===== config.mk =====
export PLATFORM = sky130hd
export DESIGN_NAME = multilevel_queue_scheduler
export DESIGN_NICKNAME = d
export VERILOG_FILES = /design/src/design/mlqs_pkg.sv /design/src/design/mlqs_scan_unit.sv /design/src/design/multilevel_queue_scheduler.sv
export SDC_FILE = /design/constraint.sdc
export NUM_CORES = 2
export LEC_CHECK = 0
export BUFFER_PORTS_ARGS = -buffer_cell sky130_fd_sc_hd__buf_2
export CORE_MARGIN = 2
export CORE_UTILIZATION = 50
export CTS_BUF_LIST = sky130_fd_sc_hd__clkbuf_4 sky130_fd_sc_hd__clkbuf_8
export DETAILED_ROUTE_END_ITERATION = 7
export PLACE_DENSITY = 0.73
export SETUP_SLACK_MARGIN = 0.15
export SLEW_MARGIN = 15
export SYNTH_ARGS = -nofsm -noshare
export SYNTH_HDL_FRONTEND = slang
export SYNTH_SLANG_ARGS = --single-unit

===== constraint.sdc =====
create_clock -name clock -period 12.42 [get_ports clock]
set_clock_uncertainty 0.15 [all_clocks]
set_input_delay 2.484 -clock clock [delete_from_list [all_inputs] [get_ports clock]]
set_output_delay 2.484 -clock clock [all_outputs]
set_load 0.01 [all_outputs]

===== src/design/mlqs_pkg.sv =====
// Shared types and constants of the multilevel queue scheduler.
package mlqs_pkg;

   // Sequencer states, one-hot.
   typedef enum logic [6:0] {
      ST_IDLE = 7'b0000001,
      ST_FREE = 7'b0000010,
      ST_SCAN = 7'b0000100,
      ST_LAST = 7'b0001000,
      ST_UPD  = 7'b0010000,
      ST_INFO = 7'b0100000,
      ST_FIN  = 7'b1000000
   } state_type;

   // Request function codes.
   localparam logic FUNC_ADMIT = 1'b0;
   localparam logic FUNC_TICK  = 1'b1;

   // Response event codes.
   localparam logic [1:0] EV_ADMITTED = 2'd0;
   localparam logic [1:0] EV_REJECTED = 2'd1;
   localparam logic [1:0] EV_DONE     = 2'd2;

   // Register indexes.
   localparam logic REG_SLICE   = 1'b0;
   localparam logic REG_QUANTUM = 1'b1;

   localparam logic [7:0] SLICE_RESET   = 8'd20;
   localparam logic [7:0] QUANTUM_RESET = 8'd5;

   // Queue levels with special ordering rules.
   localparam logic [1:0] LEVEL_RR = 2'd3;

   // Control of the shared compare unit.
   typedef struct packed {
      logic clear;
      logic step;
      logic srtf;
   } scan_ctl_type;

endpackage


===== src/design/mlqs_scan_unit.sv =====
// Shared compare unit that keeps the best candidate slot over a table scan.
module mlqs_scan_unit #(
   parameter int SLOT_BITS  = 4,
   parameter int BURST_BITS = 12
) (
   input  logic                  clock,
   input  logic                  reset,
   input  mlqs_pkg::scan_ctl_type ctl,
   input  logic                  cand_member,
   input  logic [SLOT_BITS-1:0]  cand_slot,
   input  logic [SLOT_BITS-1:0]  cand_pos,
   input  logic [BURST_BITS-1:0] cand_rem,
   output logic                  best_found,
   output logic [SLOT_BITS-1:0]  best_slot,
   output logic [SLOT_BITS-1:0]  best_pos,
   output logic [BURST_BITS-1:0] best_rem
);

   logic                  found_ff, found_in;
   logic [SLOT_BITS-1:0]  slot_ff, slot_in;
   logic [SLOT_BITS-1:0]  pos_ff, pos_in;
   logic [BURST_BITS-1:0] rem_ff, rem_in;
   logic                  better;

   // Shortest remaining first with earlier position on a tie; otherwise the head.
   always_comb begin
      if (ctl.srtf) begin
         better = !found_ff || (cand_rem < rem_ff) ||
                  ((cand_rem == rem_ff) && (cand_pos < pos_ff));
      end else begin
         better = (cand_pos == '0);
      end
   end

   always_comb begin
      found_in = found_ff;
      slot_in  = slot_ff;
      pos_in   = pos_ff;
      rem_in   = rem_ff;
      if (ctl.clear) begin
         found_in = 1'b0;
      end else if (ctl.step && cand_member && better) begin
         found_in = 1'b1;
         slot_in  = cand_slot;
         pos_in   = cand_pos;
         rem_in   = cand_rem;
      end
   end

   always_ff @(posedge clock) begin
      if (reset) begin
         found_ff <= 1'b0;
      end else begin
         found_ff <= found_in;
      end
      slot_ff <= slot_in;
      pos_ff  <= pos_in;
      rem_ff  <= rem_in;
   end

   assign best_found = found_ff;
   assign best_slot  = slot_ff;
   assign best_pos   = pos_ff;
   assign best_rem   = rem_ff;

   // A cleared unit stays empty into the next cycle.
   a_clear_empties: assert property (@(posedge clock) disable iff (reset)
      ctl.clear |=> !best_found) else $error("scan unit not cleared");

   // A kept best never grows in remaining time while shortest-first is scanned.
   a_srtf_monotone: assert property (@(posedge clock) disable iff (reset)
      (ctl.step && ctl.srtf && found_ff) |=> (best_rem <= $past(rem_ff)))
      else $error("scan best grew");

   // A head pick always has position zero.
   a_head_pos: assert property (@(posedge clock) disable iff (reset)
      (ctl.step && !ctl.srtf && cand_member && better) |=> (best_pos == '0))
      else $error("head pick not at position zero");

endmodule


===== src/design/multilevel_queue_scheduler.sv =====
// Top level of the multilevel queue scheduler: sequencer, job table and stores.
// An admit is a free-slot search, one slot a cycle.
// A tick passes ST_SCAN, ST_LAST and ST_UPD, then ST_INFO and ST_FIN when a job completes: the job to
// serve is found by one compare unit that walks the table one slot per cycle
// through a single registered read port of the remaining-time memory. A tick with
// every queue empty does no scan. busy is high while an item is worked on. Each
// result appears on the rsp_ ports for one cycle with rsp_valid high, in the cycle after
// the item's work ends; it must be taken then, the block does not wait.
module multilevel_queue_scheduler #(
   parameter int TABLE_DEPTH = 16,
   parameter int BURST_BITS  = 12,
   parameter int TIME_BITS   = 16
) (
   input  logic                  clock,
   input  logic                  reset,
   input  logic                  start,
   output logic                  busy,
   input  logic                  req_func,
   input  logic [BURST_BITS-1:0] req_burst_time,
   input  logic [1:0]            req_prio_level,
   input  logic                  csr_we,
   input  logic                  csr_index,
   input  logic [7:0]            csr_wdata,
   output logic                  rsp_valid,
   output logic [1:0]            rsp_event_kind,
   output logic [15:0]           rsp_job_id,
   output logic [15:0]           rsp_finish_time,
   output logic [15:0]           rsp_wait_time
);

   localparam int SLOT_BITS = (TABLE_DEPTH > 1) ? $clog2(TABLE_DEPTH) : 1;
   localparam int CNT_BITS  = $clog2(TABLE_DEPTH + 1);
   localparam int INFO_BITS = 16 + TIME_BITS + BURST_BITS;
   localparam logic [SLOT_BITS-1:0] LAST_SLOT = SLOT_BITS'(TABLE_DEPTH - 1);
   localparam logic [TIME_BITS-1:0] TIME_TOP  = '1;

   // Sequencer and request
   mlqs_pkg::state_type state_ff, state_in;
   logic [SLOT_BITS-1:0]  idx_ff, idx_in;
   logic [BURST_BITS-1:0] req_burst_ff, req_burst_in;
   logic [1:0]            req_lvl_ff, req_lvl_in;

   // Configuration
   logic [7:0] slice_ticks_ff, slice_ticks_in;
   logic [7:0] rr_quantum_ff, rr_quantum_in;
   logic [7:0] slice_load, quantum_load;

   // Scheduling state
   logic [TIME_BITS-1:0] clock_now_ff, clock_now_in;
   logic [1:0]           serving_ff, serving_in;
   logic [7:0]           slice_left_ff, slice_left_in;
   logic [7:0]           quantum_left_ff, quantum_left_in;
   logic [15:0]          next_id_ff, next_id_in;
   logic [CNT_BITS-1:0]  cnt_ff [4];
   logic [CNT_BITS-1:0]  cnt_in [4];

   // Per-slot queue membership and position
   logic                 valid_ff [TABLE_DEPTH];
   logic                 valid_in [TABLE_DEPTH];
   logic [1:0]           lvl_ff [TABLE_DEPTH];
   logic [1:0]           lvl_in [TABLE_DEPTH];
   logic [SLOT_BITS-1:0] pos_ff [TABLE_DEPTH];
   logic [SLOT_BITS-1:0] pos_in [TABLE_DEPTH];

   // Stores
   logic [BURST_BITS-1:0] rem_mem [TABLE_DEPTH];
   logic [INFO_BITS-1:0]  info_mem [TABLE_DEPTH];
   logic [BURST_BITS-1:0] rem_rd_ff;
   logic [INFO_BITS-1:0]  info_rd_ff;
   logic [SLOT_BITS-1:0]  rd_addr;
   logic                  rem_we, info_we;
   logic [SLOT_BITS-1:0]  wr_addr;
   logic [BURST_BITS-1:0] rem_wd;
   logic [INFO_BITS-1:0]  info_wd;

   // Scan pipeline
   logic                  pend_ff, pend_in;
   logic [SLOT_BITS-1:0]  pend_idx_ff, pend_idx_in;
   mlqs_pkg::scan_ctl_type scan_ctl;
   logic                  best_found;
   logic [SLOT_BITS-1:0]  best_slot, best_pos;
   logic [BURST_BITS-1:0] best_rem;
   logic                  cand_member;

   // Completion
   logic [TIME_BITS:0]    used_ff, used_in;
   logic [15:0]           done_id_ff, done_id_in;

   // Response
   logic        rsp_valid_ff, rsp_valid_in;
   logic [1:0]  rsp_kind_ff, rsp_kind_in;
   logic [15:0] rsp_id_ff, rsp_id_in;
   logic [15:0] rsp_fin_ff, rsp_fin_in;
   logic [15:0] rsp_wait_ff, rsp_wait_in;

   // Helpers
   logic [1:0]            cur_lvl;
   logic                  accept;
   logic [BURST_BITS-1:0] burst_fix;
   logic                  q_found;
   logic [1:0]            q_pick;
   logic [BURST_BITS-1:0] rem_new;
   logic                  done;
   logic [CNT_BITS-1:0]   cnt_new;
   logic [7:0]            slice_new, quantum_new;
   logic                  slice_end, rot;
   logic [SLOT_BITS-1:0]  cnt_m1;
   logic [TIME_BITS:0]    wait_full;
   logic [TIME_BITS+15:0] fin_ext;
   logic [TIME_BITS+16:0] wait_ext;
   logic [CNT_BITS+1:0]   cnt_sum;
   logic [CNT_BITS+1:0]   valid_sum;

   assign accept       = start && !busy;
   assign busy         = (state_ff != mlqs_pkg::ST_IDLE);
   assign cur_lvl      = ~serving_ff;
   assign slice_load   = (slice_ticks_ff == 8'd0) ? 8'd1 : slice_ticks_ff;
   assign quantum_load = (rr_quantum_ff == 8'd0) ? 8'd1 : rr_quantum_ff;
   assign burst_fix    = (req_burst_time == '0) ? BURST_BITS'(1) : req_burst_time;
   assign cand_member  = valid_ff[pend_idx_ff] && (lvl_ff[pend_idx_ff] == cur_lvl);

   // First non-empty queue at or after the serving rank
   always_comb begin
      q_found = 1'b0;
      q_pick  = serving_ff;
      for (int r = 0; r < 4; r++) begin
         if (!q_found && (cnt_ff[~(serving_ff + 2'(r))] != '0)) begin
            q_found = 1'b1;
            q_pick  = serving_ff + 2'(r);
         end
      end
   end

   // Service step of the chosen job
   always_comb begin
      rem_new     = best_rem - BURST_BITS'(1);
      done        = (rem_new == '0);
      cnt_new     = done ? (cnt_ff[cur_lvl] - CNT_BITS'(1)) : cnt_ff[cur_lvl];
      slice_new   = slice_left_ff - 8'd1;
      quantum_new = done ? quantum_load :
                    ((quantum_left_ff != 8'd0) ? (quantum_left_ff - 8'd1) : quantum_left_ff);
      slice_end   = (slice_new == 8'd0) || (cnt_new == '0);
      rot         = (cur_lvl == mlqs_pkg::LEVEL_RR) && !done &&
                    (slice_end || (quantum_new == 8'd0));
      cnt_m1      = SLOT_BITS'(cnt_ff[cur_lvl] - CNT_BITS'(1));
   end

   // Wait time and saturation to the 16-bit result fields
   always_comb begin
      wait_full = ({1'b0, clock_now_ff} > used_ff) ? ({1'b0, clock_now_ff} - used_ff) : '0;
      fin_ext   = {16'd0, clock_now_ff};
      wait_ext  = {16'd0, wait_full};
   end

   // Store read and write port control
   always_comb begin
      rd_addr = state_ff[$clog2(mlqs_pkg::ST_UPD)] ? best_slot : idx_ff;
      rem_we  = 1'b0;
      info_we = 1'b0;
      wr_addr = idx_ff;
      rem_wd  = req_burst_ff;
      info_wd = {next_id_ff, clock_now_ff, req_burst_ff};
      if (state_ff == mlqs_pkg::ST_FREE && !valid_ff[idx_ff]) begin
         rem_we  = 1'b1;
         info_we = 1'b1;
      end else if (state_ff == mlqs_pkg::ST_UPD) begin
         rem_we  = 1'b1;
         wr_addr = best_slot;
         rem_wd  = rem_new;
      end
   end

   // Sequencer
   always_comb begin
      state_in        = state_ff;
      idx_in          = idx_ff;
      req_burst_in    = req_burst_ff;
      req_lvl_in      = req_lvl_ff;
      clock_now_in    = clock_now_ff;
      serving_in      = serving_ff;
      slice_left_in   = slice_left_ff;
      quantum_left_in = quantum_left_ff;
      next_id_in      = next_id_ff;
      cnt_in          = cnt_ff;
      valid_in        = valid_ff;
      lvl_in          = lvl_ff;
      pos_in          = pos_ff;
      pend_in         = 1'b0;
      pend_idx_in     = idx_ff;
      used_in         = used_ff;
      done_id_in      = done_id_ff;
      scan_ctl.clear  = 1'b0;
      scan_ctl.step   = pend_ff;
      scan_ctl.srtf   = (cur_lvl == 2'd1) || (cur_lvl == 2'd2);
      rsp_valid_in    = 1'b0;
      rsp_kind_in     = rsp_kind_ff;
      rsp_id_in       = rsp_id_ff;
      rsp_fin_in      = rsp_fin_ff;
      rsp_wait_in     = rsp_wait_ff;

      case (state_ff)
         mlqs_pkg::ST_IDLE: begin
            if (accept) begin
               idx_in       = '0;
               req_burst_in = burst_fix;
               req_lvl_in   = req_prio_level;
               if (req_func == mlqs_pkg::FUNC_ADMIT) begin
                  state_in = mlqs_pkg::ST_FREE;
               end else begin
                  clock_now_in   = (clock_now_ff != TIME_TOP) ?
                                   (clock_now_ff + TIME_BITS'(1)) : clock_now_ff;
                  scan_ctl.clear = 1'b1;
                  if (slice_left_ff != 8'd0) begin
                     state_in = mlqs_pkg::ST_SCAN;
                  end else if (q_found) begin
                     serving_in      = q_pick;
                     slice_left_in   = slice_load;
                     quantum_left_in = quantum_load;
                     state_in        = mlqs_pkg::ST_SCAN;
                  end
               end
            end
         end
         mlqs_pkg::ST_FREE: begin
            if (!valid_ff[idx_ff]) begin
               valid_in[idx_ff]    = 1'b1;
               lvl_in[idx_ff]      = req_lvl_ff;
               pos_in[idx_ff]      = SLOT_BITS'(cnt_ff[req_lvl_ff]);
               cnt_in[req_lvl_ff]  = cnt_ff[req_lvl_ff] + CNT_BITS'(1);
               next_id_in          = next_id_ff + 16'd1;
               rsp_valid_in        = 1'b1;
               rsp_kind_in         = mlqs_pkg::EV_ADMITTED;
               rsp_id_in           = next_id_ff;
               rsp_fin_in          = '0;
               rsp_wait_in         = '0;
               state_in            = mlqs_pkg::ST_IDLE;
            end else if (idx_ff == LAST_SLOT) begin
               rsp_valid_in = 1'b1;
               rsp_kind_in  = mlqs_pkg::EV_REJECTED;
               rsp_id_in    = '0;
               rsp_fin_in   = '0;
               rsp_wait_in  = '0;
               state_in     = mlqs_pkg::ST_IDLE;
            end else begin
               idx_in = idx_ff + SLOT_BITS'(1);
            end
         end
         mlqs_pkg::ST_SCAN: begin
            pend_in = 1'b1;
            if (idx_ff == LAST_SLOT) begin
               state_in = mlqs_pkg::ST_LAST;
            end else begin
               idx_in = idx_ff + SLOT_BITS'(1);
            end
         end
         mlqs_pkg::ST_LAST: begin
            state_in = mlqs_pkg::ST_UPD;
         end
         mlqs_pkg::ST_UPD: begin
            // Per-slot queue position update on completion or rotation
            for (int s = 0; s < TABLE_DEPTH; s++) begin
               if (valid_ff[s] && (lvl_ff[s] == cur_lvl)) begin
                  if (done && (pos_ff[s] > best_pos)) begin
                     pos_in[s] = pos_ff[s] - SLOT_BITS'(1);
                  end else if (rot) begin
                     pos_in[s] = (pos_ff[s] == '0) ? cnt_m1 : (pos_ff[s] - SLOT_BITS'(1));
                  end
               end
            end
            if (done) begin
               valid_in[best_slot] = 1'b0;
            end
            cnt_in[cur_lvl] = cnt_new;
            if (slice_end) begin
               slice_left_in   = 8'd0;
               quantum_left_in = quantum_new;
               serving_in      = serving_ff + 2'd1;
            end else begin
               slice_left_in   = slice_new;
               quantum_left_in = rot ? quantum_load : quantum_new;
            end
            state_in = done ? mlqs_pkg::ST_INFO : mlqs_pkg::ST_IDLE;
         end
         mlqs_pkg::ST_INFO: begin
            used_in    = (TIME_BITS+1)'(info_rd_ff[BURST_BITS +: TIME_BITS]) +
                         (TIME_BITS+1)'(info_rd_ff[BURST_BITS-1:0]);
            done_id_in = info_rd_ff[INFO_BITS-1 -: 16];
            state_in   = mlqs_pkg::ST_FIN;
         end
         mlqs_pkg::ST_FIN: begin
            rsp_valid_in = 1'b1;
            rsp_kind_in  = mlqs_pkg::EV_DONE;
            rsp_id_in    = done_id_ff;
            rsp_fin_in   = (|fin_ext[TIME_BITS+15:16]) ? 16'hFFFF : fin_ext[15:0];
            rsp_wait_in  = (|wait_ext[TIME_BITS+16:16]) ? 16'hFFFF : wait_ext[15:0];
            state_in     = mlqs_pkg::ST_IDLE;
         end
         default: begin
            state_in = mlqs_pkg::ST_IDLE;
         end
      endcase
   end

   // Configuration writes
   always_comb begin
      slice_ticks_in = slice_ticks_ff;
      rr_quantum_in  = rr_quantum_ff;
      if (csr_we) begin
         case (csr_index)
            mlqs_pkg::REG_SLICE:   slice_ticks_in = csr_wdata;
            mlqs_pkg::REG_QUANTUM: rr_quantum_in  = csr_wdata;
            default:               slice_ticks_in = slice_ticks_ff;
         endcase
      end
   end

   // Control registers
   always_ff @(posedge clock) begin
      if (reset) begin
         state_ff        <= mlqs_pkg::ST_IDLE;
         slice_ticks_ff  <= mlqs_pkg::SLICE_RESET;
         rr_quantum_ff   <= mlqs_pkg::QUANTUM_RESET;
         clock_now_ff    <= '0;
         serving_ff      <= 2'd0;
         slice_left_ff   <= 8'd0;
         quantum_left_ff <= 8'd0;
         next_id_ff      <= 16'd1;
         pend_ff         <= 1'b0;
         rsp_valid_ff    <= 1'b0;
         for (int q = 0; q < 4; q++) begin
            cnt_ff[q] <= '0;
         end
         for (int s = 0; s < TABLE_DEPTH; s++) begin
            valid_ff[s] <= 1'b0;
         end
      end else begin
         state_ff        <= state_in;
         slice_ticks_ff  <= slice_ticks_in;
         rr_quantum_ff   <= rr_quantum_in;
         clock_now_ff    <= clock_now_in;
         serving_ff      <= serving_in;
         slice_left_ff   <= slice_left_in;
         quantum_left_ff <= quantum_left_in;
         next_id_ff      <= next_id_in;
         pend_ff         <= pend_in;
         rsp_valid_ff    <= rsp_valid_in;
         cnt_ff          <= cnt_in;
         valid_ff        <= valid_in;
      end
   end

   // Payload registers
   always_ff @(posedge clock) begin
      idx_ff       <= idx_in;
      req_burst_ff <= req_burst_in;
      req_lvl_ff   <= req_lvl_in;
      lvl_ff       <= lvl_in;
      pos_ff       <= pos_in;
      pend_idx_ff  <= pend_idx_in;
      used_ff      <= used_in;
      done_id_ff   <= done_id_in;
      rsp_kind_ff  <= rsp_kind_in;
      rsp_id_ff    <= rsp_id_in;
      rsp_fin_ff   <= rsp_fin_in;
      rsp_wait_ff  <= rsp_wait_in;
   end

   // Remaining-time and job-info stores, registered read
   always_ff @(posedge clock) begin
      if (rem_we) begin
         rem_mem[wr_addr] <= rem_wd;
      end
      if (info_we) begin
         info_mem[wr_addr] <= info_wd;
      end
      rem_rd_ff  <= rem_mem[rd_addr];
      info_rd_ff <= info_mem[rd_addr];
   end

   mlqs_scan_unit #(
      .SLOT_BITS  (SLOT_BITS),
      .BURST_BITS (BURST_BITS)
   ) u_scan (
      .clock       (clock),
      .reset       (reset),
      .ctl         (scan_ctl),
      .cand_member (cand_member),
      .cand_slot   (pend_idx_ff),
      .cand_pos    (pos_ff[pend_idx_ff]),
      .cand_rem    (rem_rd_ff),
      .best_found  (best_found),
      .best_slot   (best_slot),
      .best_pos    (best_pos),
      .best_rem    (best_rem)
   );

   assign rsp_valid       = rsp_valid_ff;
   assign rsp_event_kind  = rsp_kind_ff;
   assign rsp_job_id      = rsp_id_ff;
   assign rsp_finish_time = rsp_fin_ff;
   assign rsp_wait_time   = rsp_wait_ff;

   // Queue counts add up to the number of occupied slots
   always_comb begin
      cnt_sum = (CNT_BITS+2)'(cnt_ff[0]) + (CNT_BITS+2)'(cnt_ff[1]) +
                (CNT_BITS+2)'(cnt_ff[2]) + (CNT_BITS+2)'(cnt_ff[3]);
      valid_sum = '0;
      for (int s = 0; s < TABLE_DEPTH; s++) begin
         valid_sum = valid_sum + (CNT_BITS+2)'(valid_ff[s]);
      end
   end

   a_count_matches: assert property (@(posedge clock) disable iff (reset)
      (cnt_sum == valid_sum)) else $error("queue counts off");

   a_update_has_job: assert property (@(posedge clock) disable iff (reset)
      (state_ff == mlqs_pkg::ST_UPD) |-> best_found) else $error("no job to serve");

   a_done_from_fin: assert property (@(posedge clock) disable iff (reset)
      (rsp_valid && (rsp_event_kind == mlqs_pkg::EV_DONE)) |->
      $past(state_ff == mlqs_pkg::ST_FIN)) else $error("completion out of sequence");

   a_accept_busy: assert property (@(posedge clock) disable iff (reset)
      (accept && (req_func == mlqs_pkg::FUNC_ADMIT)) |=> busy)
      else $error("admit did not start");

endmodule

; Word-level counts from Yosys, hierarchy flattened
; Memory sizes are Yosys's and may differ from the RTL's. A register that Yosys moved wholly into a read port is not among the register bits.
; Cells that the tools add are included.
[word_totals]
ramBits = 896
output_inout_bits = 52
romBits = 0
inputBits = 28
latchBits = 0
mem_count = 2
regBits = 333
elab_cells = 543
[mem_list]
columns = name, depth, word_bits, rd, rd_ports_with_merged_regs, write_ports, line_no
row1 = info_mem, 16, 44, 1, 1, 1, multilevel_queue_scheduler.sv:67  ; logic [INFO_BITS-1:0] info_mem [TABLE_DEPTH];
row2 = rem_mem, 16, 12, 1, 1, 1, multilevel_queue_scheduler.sv:66  ; logic [BURST_BITS-1:0] rem_mem [TABLE_DEPTH];
[classes]
bitwise = 18
magnitude_cmp = 31
add_sub_neg = 29
n_eq_ne = 75
mul = 0
div_mod_pow = 0
shifts = 0
reduce_logical = 123
mux = 189
[ops]
columns = op, n
row1 = 4-bit two-way mux, 73
row2 = 16-bit case mux with 2 select lines, 4
row3 = 64-bit case mux with 2 select lines, 1
row4 = 8-bit two-way mux, 15
row5 = 16-bit two-way mux, 6
row6 = 4-bit AND reduction, 18
row7 = 4-bit logical NOT, 17
row8 = 5-bit two-way mux, 13
row9 = 64-bit bitwise mux, 1
row10 = 4-bit greater-than comparator, 16
row11 = 64-bit two-way mux, 1
row12 = 4-bit by 1-bit subtractor with 4-bit output (second input constant), 16
row13 = 3-bit by 2-bit != test with 1-bit output (second input constant), 17
row14 = 5-bit binary-select mux with 2-bit select, 5
row15 = 7-bit two-way mux, 7
row16 = 1-bit logical AND, 47
row17 = 7-bit case mux with 6 select lines, 1
row18 = 20-bit bitwise mux, 2
row19 = 20-bit case mux with 2 select lines, 1
row20 = 2-bit equality test, 17
row21 = 2-bit by 1-bit != test with 1-bit output (second input constant), 17
row22 = 16-bit by 1-bit adder with 16-bit output (second input constant), 2
row23 = 32-bit bitwise mux, 1
row24 = 8-bit logical NOT, 4
row25 = other kinds (68), 163

; Longest topological paths before layout
[logic_depth]
depth_word = 21
ltp_mapped = 13
ltp_nobuf = 12

; Cells and area by module
; A second synthesis with hierarchy kept.
[unflattened]
cells_unflattened = 3643
area_unflattened_um2 = 55892.4
[by_module_without_submodules]
columns = module, area_each_um2, seq_area_each_um2, n_inst, cells_per_inst
row1 = multilevel_queue_scheduler, 54852.6, 36244.8, 1, 3564
row2 = mlqs_scan_unit, 1039.7, 620.6, 1, 79

; Least setup slack after synthesis
; Ideal clock, no wire load.
[synth_timing]
kind = reg2reg
start = register idx_ff[0]
end = register rsp_kind_ff[0] (netlist: rsp_event_kind[0]) (enable)
setup_ns = 0.476
path_buffers = 2
slack_ns = 7.350
synth_period_minus_slack_ns = 5.070
arrival_ns = 4.444
required_ns = 11.794
path_stages_with_launch = 7
path_cell_list = edfxtp_1 > buf_2 > mux4_2 > mux4_2 > clkbuf_1 > and3_1 > a21oi_1
[synth_between]
elab_chain_cells = 6
word_cells_on_any_way = 7
classes_between = eq/ne: 2 / mux: 3 / bitwise: 1 / reduce/logical: 1
[synth_lines]
columns = element, line_no
row1 = from (decl), multilevel_queue_scheduler.sv:39  ; logic [SLOT_BITS-1:0] idx_ff, idx_in;
row2 = from (signal assigned), multilevel_queue_scheduler.sv:354  ; idx_ff <= idx_in;
row3 = 4-bit NOT with 5-bit output (not written as such), multilevel_queue_scheduler.sv:225  ; if (!valid_ff[idx_ff]) begin
row4 = 1-bit binary-select mux with 4-bit select, multilevel_queue_scheduler.sv:225
row5 = 1-bit two-way mux (not written as such) (2 in series), multilevel_queue_scheduler.sv:225
row6 = 3-bit by 2-bit != test with 1-bit output (no source line) (*), -
row7 = 2-bit AND reduction (no source line) (*), -
row8 = to (signal assigned), multilevel_queue_scheduler.sv:362  ; rsp_kind_ff <= rsp_kind_in;
row9 = to (decl), multilevel_queue_scheduler.sv:91  ; logic [1:0] rsp_kind_ff, rsp_kind_in;
; Every way passes the cells marked *; elsewhere a longest branch is shown, timed or not. The select of a mux whose other input is x is not followed.
; A chain may end at the register's enable or synchronous reset.

; Worst setup path in the final report
[layout_timing]
start = register idx_ff[0]
end = memory info_mem[13][30] in the netlist's numbering (enable)
[layout_between]
elab_chain_cells = 9
word_cells_on_any_way = 11
classes_between = mux: 8 / bitwise: 1 / reduce/logical: 2
[layout_lines]
columns = element, line_no
row1 = 4-bit NOT with 5-bit output (not written as such), multilevel_queue_scheduler.sv:163  ; if (state_ff == mlqs_pkg::ST_FREE && !valid_ff[idx_ff]) begin
row2 = 1-bit binary-select mux with 4-bit select, multilevel_queue_scheduler.sv:163
row3 = 1-bit two-way mux (not written as such) (2 in series), multilevel_queue_scheduler.sv:163
row4 = 1-bit logical NOT, -
row5 = 1-bit logical AND, multilevel_queue_scheduler.sv:163
row6 = 1-bit two-way mux, multilevel_queue_scheduler.sv:163
row7 = 1-bit two-way mux, multilevel_queue_scheduler.sv:373  ; if (info_we) begin
row8 = 1-bit two-way mux (not written as such), multilevel_queue_scheduler.sv:374  ; info_mem[wr_addr] <= info_wd;
row9 = to (decl), multilevel_queue_scheduler.sv:67
; Parallel ways exist; a longest one is shown, timed or not. The select of a mux whose other input is x is not followed.

==> metrics.yaml <==
status:
  outcome: "completed"
placement:
  place_inst: 5084
  gp_congestion: 0.8850
  dp_hpwl_um: 79010
  postPlaceCellArea_sq_um: 58160
  io_buffer_count: 79
setup_path:
  startpoint_type: "flop"
  crit_fanout: 36
  crit_start: "idx_ff[0]"
  worstPathRequired_ns: 12.77
  r2r_setup_slack_ns: 7.03
  r2r_cells: 7
  timing.rr.end: "info_mem[13][30]"
  cp.arrival_ns: 5.74
  crit_type: "reg2reg"
  crit_path_end_kind: "flop"
  rr_startpoint: "idx_ff[0]"
  endpoint: "info_mem[13][30]"
yosys:
  async_reset_ff_frac: 0
  postSynthAreaPerCell_sq_um: 15.31
  synth-main-ff-cell: "edfxtp_1"
  synth-edff-count: 1113
  synth_cells: 3656
  ys.warnings.count: 0
  synth_fp_nets: 3828
  ys_seq_elements: 1285
  seq_area_frac_synth: 0.6585
  netlist_area_sq_um: 55980
  yosys.cell_types.count: 79
pwr:
  share_comb_of_total_power: 0.231
  powerDensity_nw_per_um2: 184.2
  switchingPower_w: 0.003441
  p_leak_nw: 21.15
  power_frac_clock: 0.319
  p_int_w: 0.008050
  p_seq_frac: 0.450
  swShare: 0.2994
  ir_drop_v: 0.0001949
clock_network:
  cts_hold_buffers: 0
  clock_path_buffers: 3
  clk_latency_ns: 0.92
  cts_tree: "done"
  h-tree-depth: 4
  clkSinkCount: 1285
  cts_resized: 0
  numCtsBuffers: 198
  cts.root.buffer_cell: "clkbuf_8"
  clkTransAtPathRegs_ns: 0.06
  post_cts_buffers: 0
die:
  dieArea_sq_um: 114700
  coreArea_sq_um: 110800
  num_io_pins: 80
  placementRows: 122
  die_w_um: 338.6
  die-height_um: 338.6
  initial_core_util: 0.5052
finish:
  fin_area_sq_um: 62380
  fin_cells: 5464
  drive_above_1_share: 0.2072
  regArea_sq_um: 36870
  nNetsFinal: 3968
  multiInputGateArea_sq_um: 18120
  fill_cells: 8574
  area_delta_synth_final_pct: 11.43
  final_util: 0.5629
timing:
  finalCritPeriodShare: 0.4338
  whs_ns: 0.2337
  rsz0062_at_grt: "false"
  fmax_mhz: 185.6
  hold_viol: 0
  finalSetupViolCount: 0
  slew_headroom: 0.1883
  finalMaxSlewViolations: 0
  period_needed_ns: 5.387
  fin_setup_tns_ns: 0
  tightest_slew_ns: 1.205
detailed_routing:
  drcViolationCount: 0
  num_vias: 33040
  drt-pass1-iter-count: 6
  drt-initial-drc-count: 3553
  drt-total-wl_um: 131800
  wl_per_cell_um: 24.12
  vias_per_cell: 6.046
  antenna_left: 0
grt:
  grt_antenna_before_repair: 6
  grt_pass1_wl_um: 200800
  grt_overflow: 0
  first_global_vias: 33340
  grt_max_degree: 109
  grtUsageTotal: 0.2297
flow_run:
  drv_cap: 0
hold_path:
  hold_class: "reg2reg"
## metal layers
metal	up-vias	track usage	share of wire
li1	14580	-	-
met5	-	0	0
met1	16670	0.3199	0.41
met2	1528	0.3634	0.47
met3	257	0.04021	0.080
met4	0	0.08852	0.031
## registers in the layout (all words and copies together), names as in the netlist, 16 cells and up
name and flops:
next_id_ff 16, lvl_ff 32, rem_mem 192, rsp_finish_time 16, rsp_wait_time 16, rsp_job_id 16, done_id_ff 16, cnt_ff 20
info_rd_ff 44, clock_now_ff 16, used_ff 17, info_mem 704, valid_ff 16, pos_ff 64
## area by class of cell
type,count,share of cell area
flip-flops and latches,1285,0.5910
diodes,4,0.0001605
well taps,1488,0.02984
clock buffers,279,0.05504
multi-input cells,2053,0.2904
inverters,113,0.006799
clock inverters,97,0.01227
repair buffers,145,0.01452
## worst min path at each step
stage | cells after the start | start | end | slack, ns
global route | 0 | info_rd_ff[29] | done_id_ff[1] | 0.26
CTS | 0 | info_rd_ff[37] | done_id_ff[9] | 0.23
finish | 0 | info_rd_ff[37] | done_id_ff[9] | 0.23
global placement | 0 | info_rd_ff[41] | done_id_ff[13] | 0.24
floorplan | 0 | idx_ff[3] | pend_idx_ff[3] | 0.20
detailed placement | 0 | info_rd_ff[37] | done_id_ff[9] | 0.24
## placed cells by master (no fill, tap or decap), types with 67 or more instances in the layout
cell	count
o21ai_0	99
nand2_1	284
edfxtp_1	1113
ha_1	142
a21oi_1	130
and2_1	76
dfxtp_1	171
mux4_2	273
clkbuf_8	214
nor2_1	150
a31oi_1	67
a211oi_1	68
xor2_1	76
inv_1	110
buf_2	78
## logic make-up after synthesis
family / after synthesis / synth area share
muxes: 334 / 0.1211
buffers and inverters: 318 / 0.02233
DFF: 1285 / 0.6585
AOI/OAI and AO/OA: 555 / 0.06474
adders and majority gates: 144 / 0.03245
and+or+nand+nor: 880 / 0.07882
xor gates and xnor gates: 140 / 0.02204
## cells in the mapped netlist (all sizes together), types with 7 or more instances
cell    count  area share
nor2      170       0.011
and4        7      0.0011
ha        142       0.032
o21ai     112       0.010
a32o       18      0.0032
or4        10      0.0015
or3         7     0.00078
xor2       76       0.012
a41oi      17      0.0027
a31oi      70      0.0079
edfxtp   1113        0.60
nor4       18      0.0021
clkbuf    150       0.010
xnor2      64       0.010
nand2b     52      0.0058
nand2     284       0.019
nor4b       9      0.0025
mux2        8      0.0016
a22o       29      0.0045
nor3       56      0.0054
o21a        8      0.0011
a211oi     68      0.0091
and2       80      0.0089
a21oi     135       0.012
mux2i      53      0.0097
nand3      63      0.0056
dfxtp     172       0.062
nor2b      36      0.0040
mux4      273        0.11
o22ai      18      0.0020
inv       110      0.0074
a22oi      20      0.0027
nor3b       9      0.0012
and3       30      0.0034
nand4      27      0.0030
buf        55      0.0047
nand3b     11      0.0015
## power groups by stage
stage	Clock (W)	Sequential [W]	Combinational (W)
floorplan	0	0.00513	0.00198
global placement	0	0.00525	0.00263
detailed placement	0	0.00525	0.00266
CTS	0.00372	0.00516	0.00267
global route	0.00392	0.00518	0.00288
finish	0.00367	0.00517	0.00266
## worst max-delay path, stage by stage, from the launching register on
cell      delay, ns
edfxtp_1       0.80
mux4_2         0.62
mux4_2         0.74
nor2_4         0.32
buf_4          0.47
nand4_1        0.53
nor2_4         0.81
buf_4          0.52
## per-stage QoR
| stage | total power [W] | worst slack [ns] |
|---|---|---|
| 3_5_place_dp | 0.007909 | 7.044 |
| 5_1_grt | 0.01199 | 6.764 |
| 2_1_floorplan | 0.007115 | 7.350 |
| 6_report | 0.01149 | 7.033 |
| 3_3_place_gp | 0.007882 | 7.120 |
| 4_1_cts | 0.01156 | 6.979 |
No activity file was read; power rests on OpenSTA's default activity.
